==> src/tppt_pkg.sv <==
// ----------------------------------------------------------------------------
// Trapezoid point timer package
// Phase codes and configuration register indexes shared by the block.
// ----------------------------------------------------------------------------
package tppt_pkg;

  typedef logic [1:0] phase_t;

  localparam phase_t PHASE_ACCEL  = 2'd0;
  localparam phase_t PHASE_CRUISE = 2'd1;
  localparam phase_t PHASE_DECEL  = 2'd2;
  localparam phase_t PHASE_ERROR  = 2'd3;

  typedef logic reg_index_t;

  localparam reg_index_t REG_TOTAL_LENGTH = 1'b0;
  localparam reg_index_t REG_CRUISE_SPEED = 1'b1;

endpackage

==> src/trapezoid_profile_point_timer_unit.sv <==
// ----------------------------------------------------------------------------
// Trapezoid profile point timer
// Gives the arrival time of each path point along a trapezoidal velocity
// profile, using a bit-serial multiplier, square root and divider.
// ----------------------------------------------------------------------------
// Usage:
//   Write total_length (index 0) and cruise_speed (index 1) through cfg_we,
//   cfg_index and cfg_data while the block is idle. Each input transaction
//   carries one segment length; first_in_group restarts the running
//   distance. Each input gives exactly one output transaction with the
//   arrival time and the profile phase.
//   From the accepting edge to out_valid: beyond-length or zero speed goes
//   from classification straight to the output stage; cruise runs the
//   divider alone; accelerate and decelerate run the multiplier, the square
//   root and the divider in turn. in_ready returns in the cycle after the
//   result is loaded. The multiplier is shift-add, the square root is
//   restoring (two radicand bits per cycle) and so is the divider (one
//   quotient bit per cycle). One item is worked on at a time; a new one is
//   taken once the previous result sits in the output register.
//   Reset clears the state, the configuration registers, the running
//   distance and out_valid. When the receiver stalls, the finished result
//   waits in the output register and the next item is still taken and
//   computed; its result then holds until the output register frees.
// ----------------------------------------------------------------------------
module trapezoid_profile_point_timer_unit #(
  parameter int FRAC_BITS   = 16,
  parameter int VALUE_WIDTH = 32
) (
  input  logic                   clk,
  input  logic                   rst,
  input  logic                   cfg_we,
  input  logic                   cfg_index,
  input  logic [VALUE_WIDTH-1:0] cfg_data,
  input  logic                   in_valid,
  output logic                   in_ready,
  input  logic [VALUE_WIDTH-1:0] segment_length,
  input  logic                   first_in_group,
  output logic                   out_valid,
  input  logic                   out_ready,
  output logic [VALUE_WIDTH-1:0] arrival_time,
  output logic [1:0]             phase
);

  localparam int W    = VALUE_WIDTH;
  localparam int F    = FRAC_BITS;
  localparam int DW   = W + 1;
  localparam int AW   = W + 7;
  localparam int PRW  = 2 * W + 7;
  localparam int RW   = PRW + 2 * F + 1;
  localparam int SW   = RW / 2;
  localparam int NW   = SW;
  localparam int DENW = W + 4;
  localparam int CW   = $clog2(SW + 1);

  localparam logic [CW-1:0] MUL_LAST = CW'(W - 1);
  localparam logic [CW-1:0] SQ_LAST  = CW'(SW - 1);
  localparam logic [CW-1:0] DIV_LAST = CW'(NW - 1);

  localparam logic [2:0] ST_IDLE  = 3'd0;
  localparam logic [2:0] ST_CLASS = 3'd1;
  localparam logic [2:0] ST_MUL   = 3'd2;
  localparam logic [2:0] ST_SQRT  = 3'd3;
  localparam logic [2:0] ST_PREP  = 3'd4;
  localparam logic [2:0] ST_DIV   = 3'd5;
  localparam logic [2:0] ST_FIN   = 3'd6;

  logic [2:0]            state;
  logic [CW-1:0]         cnt;
  logic [DW-1:0]         run_dist;
  logic [W-1:0]          s_reg;
  logic [W-1:0]          v_reg;
  tppt_pkg::phase_t      phase_r;
  logic [AW-1:0]         ma;
  logic [W-1:0]          mb;
  logic [PRW-1:0]        prod;
  logic [RW-1:0]         rad;
  logic [SW-1:0]         root;
  logic [SW+1:0]         srem;
  logic [NW-1:0]         num;
  logic [DENW-1:0]       den;
  logic [DENW-1:0]       drem;
  logic [NW-1:0]         quo;
  logic [W-1:0]          res_time;

  // Running distance update.
  logic [W+1:0]          dist_sum;
  logic [DW-1:0]         dist_next;

  // Classification terms.
  logic [DW+3:0]         d10;
  logic [DW+3:0]         s_ext;
  logic [DW+3:0]         s9;
  logic [DW+3:0]         cr_sum;
  logic [DENW-1:0]       v10;
  logic [DENW-1:0]       v5;
  logic                  is_err;
  logic                  is_accel;
  logic                  is_cruise;

  // Serial step terms.
  logic [PRW-1:0]        prod_next;
  logic [SW+1:0]         rem2;
  logic [SW+1:0]         trial;
  logic [SW:0]           c_up;
  logic [NW-1:0]         six_s;
  logic [DENW:0]         r2;
  logic                  out_load;

  assign in_ready = (state == ST_IDLE);

  always_comb begin
    dist_sum  = {1'b0, run_dist} + {2'b0, segment_length};
    if (first_in_group) begin
      dist_next = {1'b0, segment_length};
    end else if (dist_sum[W+1]) begin
      dist_next = {DW{1'b1}};
    end else begin
      dist_next = dist_sum[DW-1:0];
    end

    d10       = {1'b0, run_dist, 3'b000} + {3'b000, run_dist, 1'b0};
    s_ext     = {{(DW+4-W){1'b0}}, s_reg};
    s9        = {s_ext[DW:0], 3'b000} + s_ext;
    cr_sum    = d10 + s_ext;
    v10       = {1'b0, v_reg, 3'b000} + {3'b000, v_reg, 1'b0};
    v5        = {2'b00, v_reg, 2'b00} + {4'b0000, v_reg};
    is_err    = (v_reg == '0) || (run_dist > {1'b0, s_reg});
    is_accel  = d10 < s_ext;
    is_cruise = d10 < s9;

    prod_next = {prod[PRW-2:0], 1'b0} + (mb[W-1] ? {{(PRW-AW){1'b0}}, ma} : {PRW{1'b0}});

    rem2      = {srem[SW-1:0], rad[RW-1:RW-2]};
    trial     = {root, 2'b01};

    // Ceiling of the root: round up when the remainder is not zero.
    c_up      = {1'b0, root} + {{SW{1'b0}}, (srem != '0)};
    six_s     = NW'({({2'b00, s_reg, 1'b0} + {1'b0, s_reg, 2'b00}), {F{1'b0}}});

    r2        = {drem, num[NW-1]};
    out_load  = (state == ST_FIN) && (!out_valid || out_ready);
  end

  always_ff @(posedge clk) begin
    if (rst) begin
      state     <= ST_IDLE;
      cnt       <= '0;
      run_dist  <= '0;
      s_reg     <= '0;
      v_reg     <= '0;
      out_valid <= 1'b0;
    end else begin
      if (cfg_we) begin
        unique case (cfg_index)
          tppt_pkg::REG_TOTAL_LENGTH: s_reg <= cfg_data;
          tppt_pkg::REG_CRUISE_SPEED: v_reg <= cfg_data;
          default: ;
        endcase
      end

      if (out_load) begin
        out_valid <= 1'b1;
      end else if (out_ready) begin
        out_valid <= 1'b0;
      end

      unique case (state)
        ST_IDLE: begin
          if (in_valid) begin
            run_dist <= dist_next;
            state    <= ST_CLASS;
          end
        end
        ST_CLASS: begin
          cnt  <= '0;
          prod <= '0;
          if (is_err) begin
            phase_r  <= tppt_pkg::PHASE_ERROR;
            res_time <= '0;
            state    <= ST_FIN;
          end else if (is_accel) begin
            phase_r <= tppt_pkg::PHASE_ACCEL;
            ma      <= {d10[AW-3:0], 2'b00};
            mb      <= s_reg;
            den     <= v10;
            state   <= ST_MUL;
          end else if (is_cruise) begin
            phase_r <= tppt_pkg::PHASE_CRUISE;
            num     <= {cr_sum[DENW-1:0], {F{1'b0}}};
            den     <= v10;
            drem    <= '0;
            quo     <= '0;
            state   <= ST_DIV;
          end else begin
            phase_r <= tppt_pkg::PHASE_DECEL;
            ma      <= {4'b0000, s_reg, 3'b000} + {6'b000000, s_reg, 1'b0};
            mb      <= s_reg - run_dist[W-1:0];
            den     <= v5;
            state   <= ST_MUL;
          end
        end
        ST_MUL: begin
          prod <= prod_next;
          mb   <= {mb[W-2:0], 1'b0};
          if (cnt == MUL_LAST) begin
            rad   <= {1'b0, prod_next, {(2*F){1'b0}}};
            root  <= '0;
            srem  <= '0;
            cnt   <= '0;
            state <= ST_SQRT;
          end else begin
            cnt <= cnt + 1'b1;
          end
        end
        ST_SQRT: begin
          rad <= {rad[RW-3:0], 2'b00};
          if (rem2 >= trial) begin
            srem <= rem2 - trial;
            root <= {root[SW-2:0], 1'b1};
          end else begin
            srem <= rem2;
            root <= {root[SW-2:0], 1'b0};
          end
          cnt <= cnt + 1'b1;
          if (cnt == SQ_LAST) begin
            state <= ST_PREP;
          end
        end
        ST_PREP: begin
          if (phase_r == tppt_pkg::PHASE_ACCEL) begin
            num <= root;
          end else if ({1'b0, six_s} >= c_up) begin
            num <= six_s - c_up[NW-1:0];
          end else begin
            num <= '0;
          end
          drem  <= '0;
          quo   <= '0;
          cnt   <= '0;
          state <= ST_DIV;
        end
        ST_DIV: begin
          num <= {num[NW-2:0], 1'b0};
          if (r2 >= {1'b0, den}) begin
            drem <= DENW'(r2 - {1'b0, den});
            quo  <= {quo[NW-2:0], 1'b1};
          end else begin
            drem <= r2[DENW-1:0];
            quo  <= {quo[NW-2:0], 1'b0};
          end
          cnt <= cnt + 1'b1;
          if (cnt == DIV_LAST) begin
            state <= ST_FIN;
          end
        end
        ST_FIN: begin
          if (out_load) begin
            state <= ST_IDLE;
          end
        end
        default: state <= ST_IDLE;
      endcase
    end
  end

  // Output register; an error gives time zero and the quotient saturates to the largest time.
  always_ff @(posedge clk) begin
    if (out_load) begin
      phase <= phase_r;
      if (phase_r == tppt_pkg::PHASE_ERROR) begin
        arrival_time <= res_time;
      end else if (quo[NW-1:W] != '0) begin
        arrival_time <= {W{1'b1}};
      end else begin
        arrival_time <= quo[W-1:0];
      end
    end
  end

endmodule
==> config.mk <==
export PLATFORM = sky130hd
export DESIGN_NAME = trapezoid_profile_point_timer_unit
export DESIGN_NICKNAME = d
export VERILOG_FILES = /design/src/tppt_pkg.sv /design/src/trapezoid_profile_point_timer_unit.sv
export SDC_FILE = /design/constraint.sdc
export NUM_CORES = 2
export LEC_CHECK = 0
export BUFFER_PORTS_ARGS = -buffer_cell sky130_fd_sc_hd__buf_2
export CAP_MARGIN = 30
export CORE_MARGIN = 2
export CORE_UTILIZATION = 50
export CTS_CLUSTER_SIZE = 25
export DETAILED_ROUTE_END_ITERATION = 12
export HOLD_SLACK_MARGIN = 0.1
export PLACE_DENSITY = 0.78
export SYNTH_ARGS = -nofsm -noshare
export SYNTH_HDL_FRONTEND = slang
export SYNTH_SLANG_ARGS = --single-unit
==> constraint.sdc <==
create_clock -name clk -period 7.75 [get_ports clk]
set_clock_uncertainty 0.15 [all_clocks]
set_input_delay 1.1625 -clock clk [delete_from_list [all_inputs] [get_ports clk]]
set_output_delay 1.1625 -clock clk [all_outputs]
set_load 0.02 [all_outputs]
# [Word-level counts from Yosys, hierarchy flattened]
# Index checks and enable logic that the tools add are counted.
# Widths: inputs -> output; s select.
[totals] elab_cells=142 input_bits=71 register_bits=670
[classes] order_cmp=6 bitwise=3 mux=52 reduce_logical=27 addsub=15 eq_ne=19
[ops] operator="$mux 52" count=9
[ops] operator="$pmux 52 s3" count=2
[ops] operator="$mux 36" count=6
[ops] operator="$pmux 104 s2" count=1
[ops] operator="$pmux 70 s2" count=1
[ops] operator="$mux 32" count=4
[ops] operator="$mux 39" count=3
[ops] operator="$mux 54" count=2
[ops] operator="$pmux 36 s3" count=1
[ops] operator="$pmux 54 s2" count=1
[ops] operator="$mux 104" count=1
[ops] operator="$pmux 52 s2" count=1
[ops] operator="$add 35x33->36" count=2
[ops] operator="$add 71x39->71" count=1
[ops] operator="$mux 33" count=2
[ops] operator="$pmux 32 s2" count=1
[ops] operator="$ge 54x54->1" count=1
[ops] operator="$reduce_bool 54->1" count=1
[ops] operator="$sub 54x54->54" count=1
[ops] operator="$add 52x1->53" count=1
[ops] operator="$ge 51x53->1" count=1
[ops] operator="$sub 51x52->52" count=1
[ops] operator="$add 36x34->37" count=1
[ops] operator="$ge 37x36->1" count=1
[ops] operator="40 further kinds" count=76

# [Depth between registers and ports, before layout]
[depth] depth_word=6 ltp_mapped=31 depth_no_buf=28

# [Worst setup path after synthesis]
# OpenSTA, ideal clock, no wires.
[synth_path] path_kind="register -> register" start="reg run_dist[1]" end="reg drem[0] (enable)" stages_incl_launch_ff=26 arrival_time_ns=7.680 path_buffers=2 slack_ns=-0.592 setup_time_ns=0.511 cell_sequence="dfxtp_1 inv_1 fa_1 nand2b_1 a21oi_1 o21bai_1 a21oi_1 nor4_1 nor2_1 a21oi_1 o21ai_0 a21boi_0 xnor2_1 ha_1 inv_1 o21bai_1 a21oi_1 o21ai_0 a211o_1 a31o_2 a2111oi_4 and2_1 buf_2 buf_2 nor4_1 o21a_1"
[synth_between] elab_chain_len=4 elab_cells_between_ends=9
[synth_lines] item="start: declaration" line_no="trapezoid_profile_point_timer_unit.sv:69" source="logic [DW-1:0] run_dist;"
[synth_lines] item="start signal: assignment" line_no="trapezoid_profile_point_timer_unit.sv:170" source="run_dist <= dist_next;"
[synth_lines] item="$add 36x34->37 / $gt 33x32->1 (equally long branches)" line_no="trapezoid_profile_point_timer_unit.sv:121, trapezoid_profile_point_timer_unit.sv:127"
[synth_lines] item="$lt 37x36->1, or another cell as far along" line_no="trapezoid_profile_point_timer_unit.sv:129" source="is_cruise = d10 < s9;"
[synth_lines] item="$ne 2x2->1 (no line)"
[synth_lines] item="$reduce_and 5->1 (no line) *"
[synth_lines] item="end signal: assignment" line_no="trapezoid_profile_point_timer_unit.sv:245" source="drem <= DENW'(r2 - {1'b0, den});"
[synth_lines] item="end signal: assignment" line_no="trapezoid_profile_point_timer_unit.sv:248" source="drem <= r2[DENW-1:0];"
[synth_lines] item="end: declaration" line_no="trapezoid_profile_point_timer_unit.sv:81" source="logic [DENW-1:0] drem;"
# Every way passes the cells marked *; elsewhere a longest branch is shown, timed or not.
# A chain may end at the register's enable or synchronous reset.

# [Worst setup path after layout]
[layout_path] start="reg run_dist[0]" end="reg drem[5] (enable)"
# The elaborated chain is that of the path after synthesis.

==> run_results.csv <==
group,metric,value,unit
timing,post-route-min-period,7220,ps
floorplan,io_pins,107,
grt,grt_pass1_wl,240000,µm
cts,worstSkewPairLatency,660,ps
final_layout,final_cell_mix,"a21oi_1 (610), nand2_1 (572), nor2_1 (550), edfxtp_1 (528), ha_1 (509)",
cts,path_clk_slew,60,ps
floorplan,die_h,324,µm
setup_path,worstPathRequired,7990,ps
cts,cts_root_buf,"clkbuf_16",
floorplan,rows,117,
final_layout,synthToLayoutAreaGrowth,9.44,%
route,wl_per_cell,20.9,µm
cts,cts_tree,"built",
synthesis,synth_ff_type,"edfxtp_1",
synthesis,ys_seq_area_share,35.0,%
timing,hold_viol,0,
job,cap_viol_max_count,0,
final_layout,seqCellArea,18000,µm²
pwr,total_power,0.0186,W
synthesis,ys_types,108,
floorplan,dieArea,105000,µm²
setup_path,path_max_fanout,51,
setup_path,end_kind,"register",
route,viasPerCell,6.26,
pwr,ir_drop,0.314,mV
route,drt_iter0_drc,5275,
min_path,worstHoldPathCells,2,
synthesis,yosys.area_share.simple,17.8,%
synthesis,synth.ff_latch_count,635,
timing,finalSetupViolations,0,
synthesis,synthMuxAreaShare,1.15,%
route,vias,45900,
setup_path,r2r_cells,25,
final_layout,final_nets,6490,
setup_path,worstPathArrival,7450,ps
timing,setup-tns-final,0,ps
pwr,power_density,331,nW/µm²
setup_path,critPathLaunchType,"register",
cts,cts_buffers,73,
cts,cts_resized,0,
place,dp_hpwl,112000,µm
pwr,power_leakage,23.3,nW
cts,cts_sinks,635,
final_layout,top_register,"rad",
grt,overflow,0,
route,drc,0,
cts,clockBufferDepth,3,
cts,cts_hold_buf,0,
place,port_buffers,106,
final_layout,reg_top3,"rad (71), prod (69), srem (54)",
grt,antenna_found_initial,2,
route,first_pass_iters,8,
timing,max_freq,0.139,GHz
synthesis,syn_area,51400,µm²
synthesis,synth-compound-area-share,21.8,%
synthesis,syn_area_per_cell,8.78,µm²
timing,maxSlewViolCount,0,
final_layout,drive_gt1_share,7.75,%
grt,grt_pass1_vias,43000,
final_layout,fillerInstances,9046,
min_path,hold_class,"register to register",
timing,slew_headroom,23.1,%
route,antenna_left,0,
synthesis,synth_edf_count,528,
cts,post_cts.repair.setup_buffers,0,
final_layout,final_common_cell,"a21oi_1",
floorplan,die_w,324,µm
final_layout,multi_input_area,31400,µm²
synthesis,async_reset_ff_share,0,%
setup_path,path_class,"register to register",
floorplan,core_area,102000,µm²
status,status,"completed",
synthesis,yosysWarnings,0,
synthesis,synth_top_family_by_area,"compound AO/OA/AOI/OAI gates",
route,routed_wl,153000,µm
final_layout,largest_reg_flops,71,
synthesis,synthXorXnorAreaFrac,7.35,%
timing,period_share,93.1,%
grt,grt.total_usage,28.1,%
synthesis,synth_cells,5850,
grt,grt_max_degree,178,
synthesis,synth_fa_ha_area_share,12.8,%
floorplan,start_util,50.4,%
cts,htreeDepth,3,
timing,worst_pin_slew,1140,ps
timing,rsz0062_at_grt,"no",
place,globalplace.congestion,1.02,
==> kinds of logic after synthesis <==
| logic type | count (synthesis) |
|---|---|
| xor gates and xnor gates | 429 |
| DFF | 635 |
| buffers and inverters | 540 |
| muxes | 54 |
| AOI/OAI and AO/OA | 1737 |
| and+or+nand+nor | 1935 |
| adders and majority gates | 519 |
| other | 1 |
==> Yosys cell counts, drive strengths merged, types with 20 or more instances <==
cell type	n	area, µm²
xnor2	307	2700
mux2	40	450
clkbuf	182	683
o21ai	309	1550
or2	26	163
o21bai	64	480
nor4	59	382
nand2	577	2170
and3	105	657
dfxtp	107	2140
edfxtp	528	15900
o21a	91	683
buf	45	233
o211ai	26	200
xor2	122	1080
nand3	131	678
nor3	101	516
o221ai	20	175
nor2b	72	450
a2111oi	24	243
o22ai	21	131
a221oi	54	479
a21oi	610	3050
a31oi	63	422
ha	509	6370
nor2	556	2090
or3	30	193
nand4	72	450
a21o	206	1550
nand2b	76	475
and2	68	428
o31ai	31	265
inv	313	1170
a211oi	56	440
==> area by class of cell <==
cell class | count | area share (%)
Clock inverter | 49 | 1.14
Timing Repair Buffer | 200 | 2.44
Sequential cell | 635 | 32.0
Tap cell | 1368 | 3.05
Antenna cell | 1 | 0.00445
Inverter | 313 | 2.09
Multi-Input combinational cell | 4677 | 55.8
Clock buffer | 86 | 3.43
==> stage by stage <==
| step | cell area (µm²) | util, % | hold slack, ps | setup WS (ps) | instances |
|---|---|---|---|---|---|
| after CTS | 56200 | 55.1 | 352 | 706 | 7326 |
| after global routing | 56200 | 55.2 | 377 | 152 | 7328 |
| after detailed placement | 53600 | 52.6 | 341 | 728 | 7191 |
| after floorplan | 51400 | - | 316 | 447 | 5852 |
| final | 56200 | 55.2 | 351 | 532 | 7329 |
| after global placement | 53500 | 52.5 | 343 | 911 | 7186 |
==> critical path, stage by stage (launching register included) <==
cell and delay (ps):
dfxtp_1 460, ha_1 260, inv_1 70, fa_1 390, nand2b_1 190, a21oi_1 240, o21bai_1 200, a21oi_1 310
nor4_1 130, nor2_1 250, a21oi_1 150, o21ai_0 280, a21boi_0 250, xnor2_1 320, ha_1 350, inv_1 160
o21bai_1 90, a21oi_1 160, o21ai_0 100, a211o_1 300, a31o_2 230, a2111oi_4 720, and2_1 270, nor4_1 80
o21a_4 460, buf_12 320
==> path summary, 6_finish.rpt <==
| check | endpoint | startpoint | slack (ps) |
|---|---|---|---|
| max | drem[5] | run_dist[0] | 530 |
| min | v_reg[20] | v_reg[20] | 350 |
| max reg2reg | drem[5] | run_dist[0] | 530 |
| min reg2reg | v_reg[20] | v_reg[20] | 350 |
==> where the power goes <==
part	switching (W)	internal [W]
Sequential	0.000470	0.00488
Combinational	0.00601	0.00348
Clock	0.00156	0.00218
==> layer usage <==
metal  part of all wire (%)  global-route usage (%)  vias up
met1                     42                    38.7    21700
met4                    5.2                    13.3        0
met5                      0                       0        -
met2                     44                    43.3     2155
met3                    9.2                    4.47      464
li1                       -                       -    21500
(Power assumes the default switching activity.)
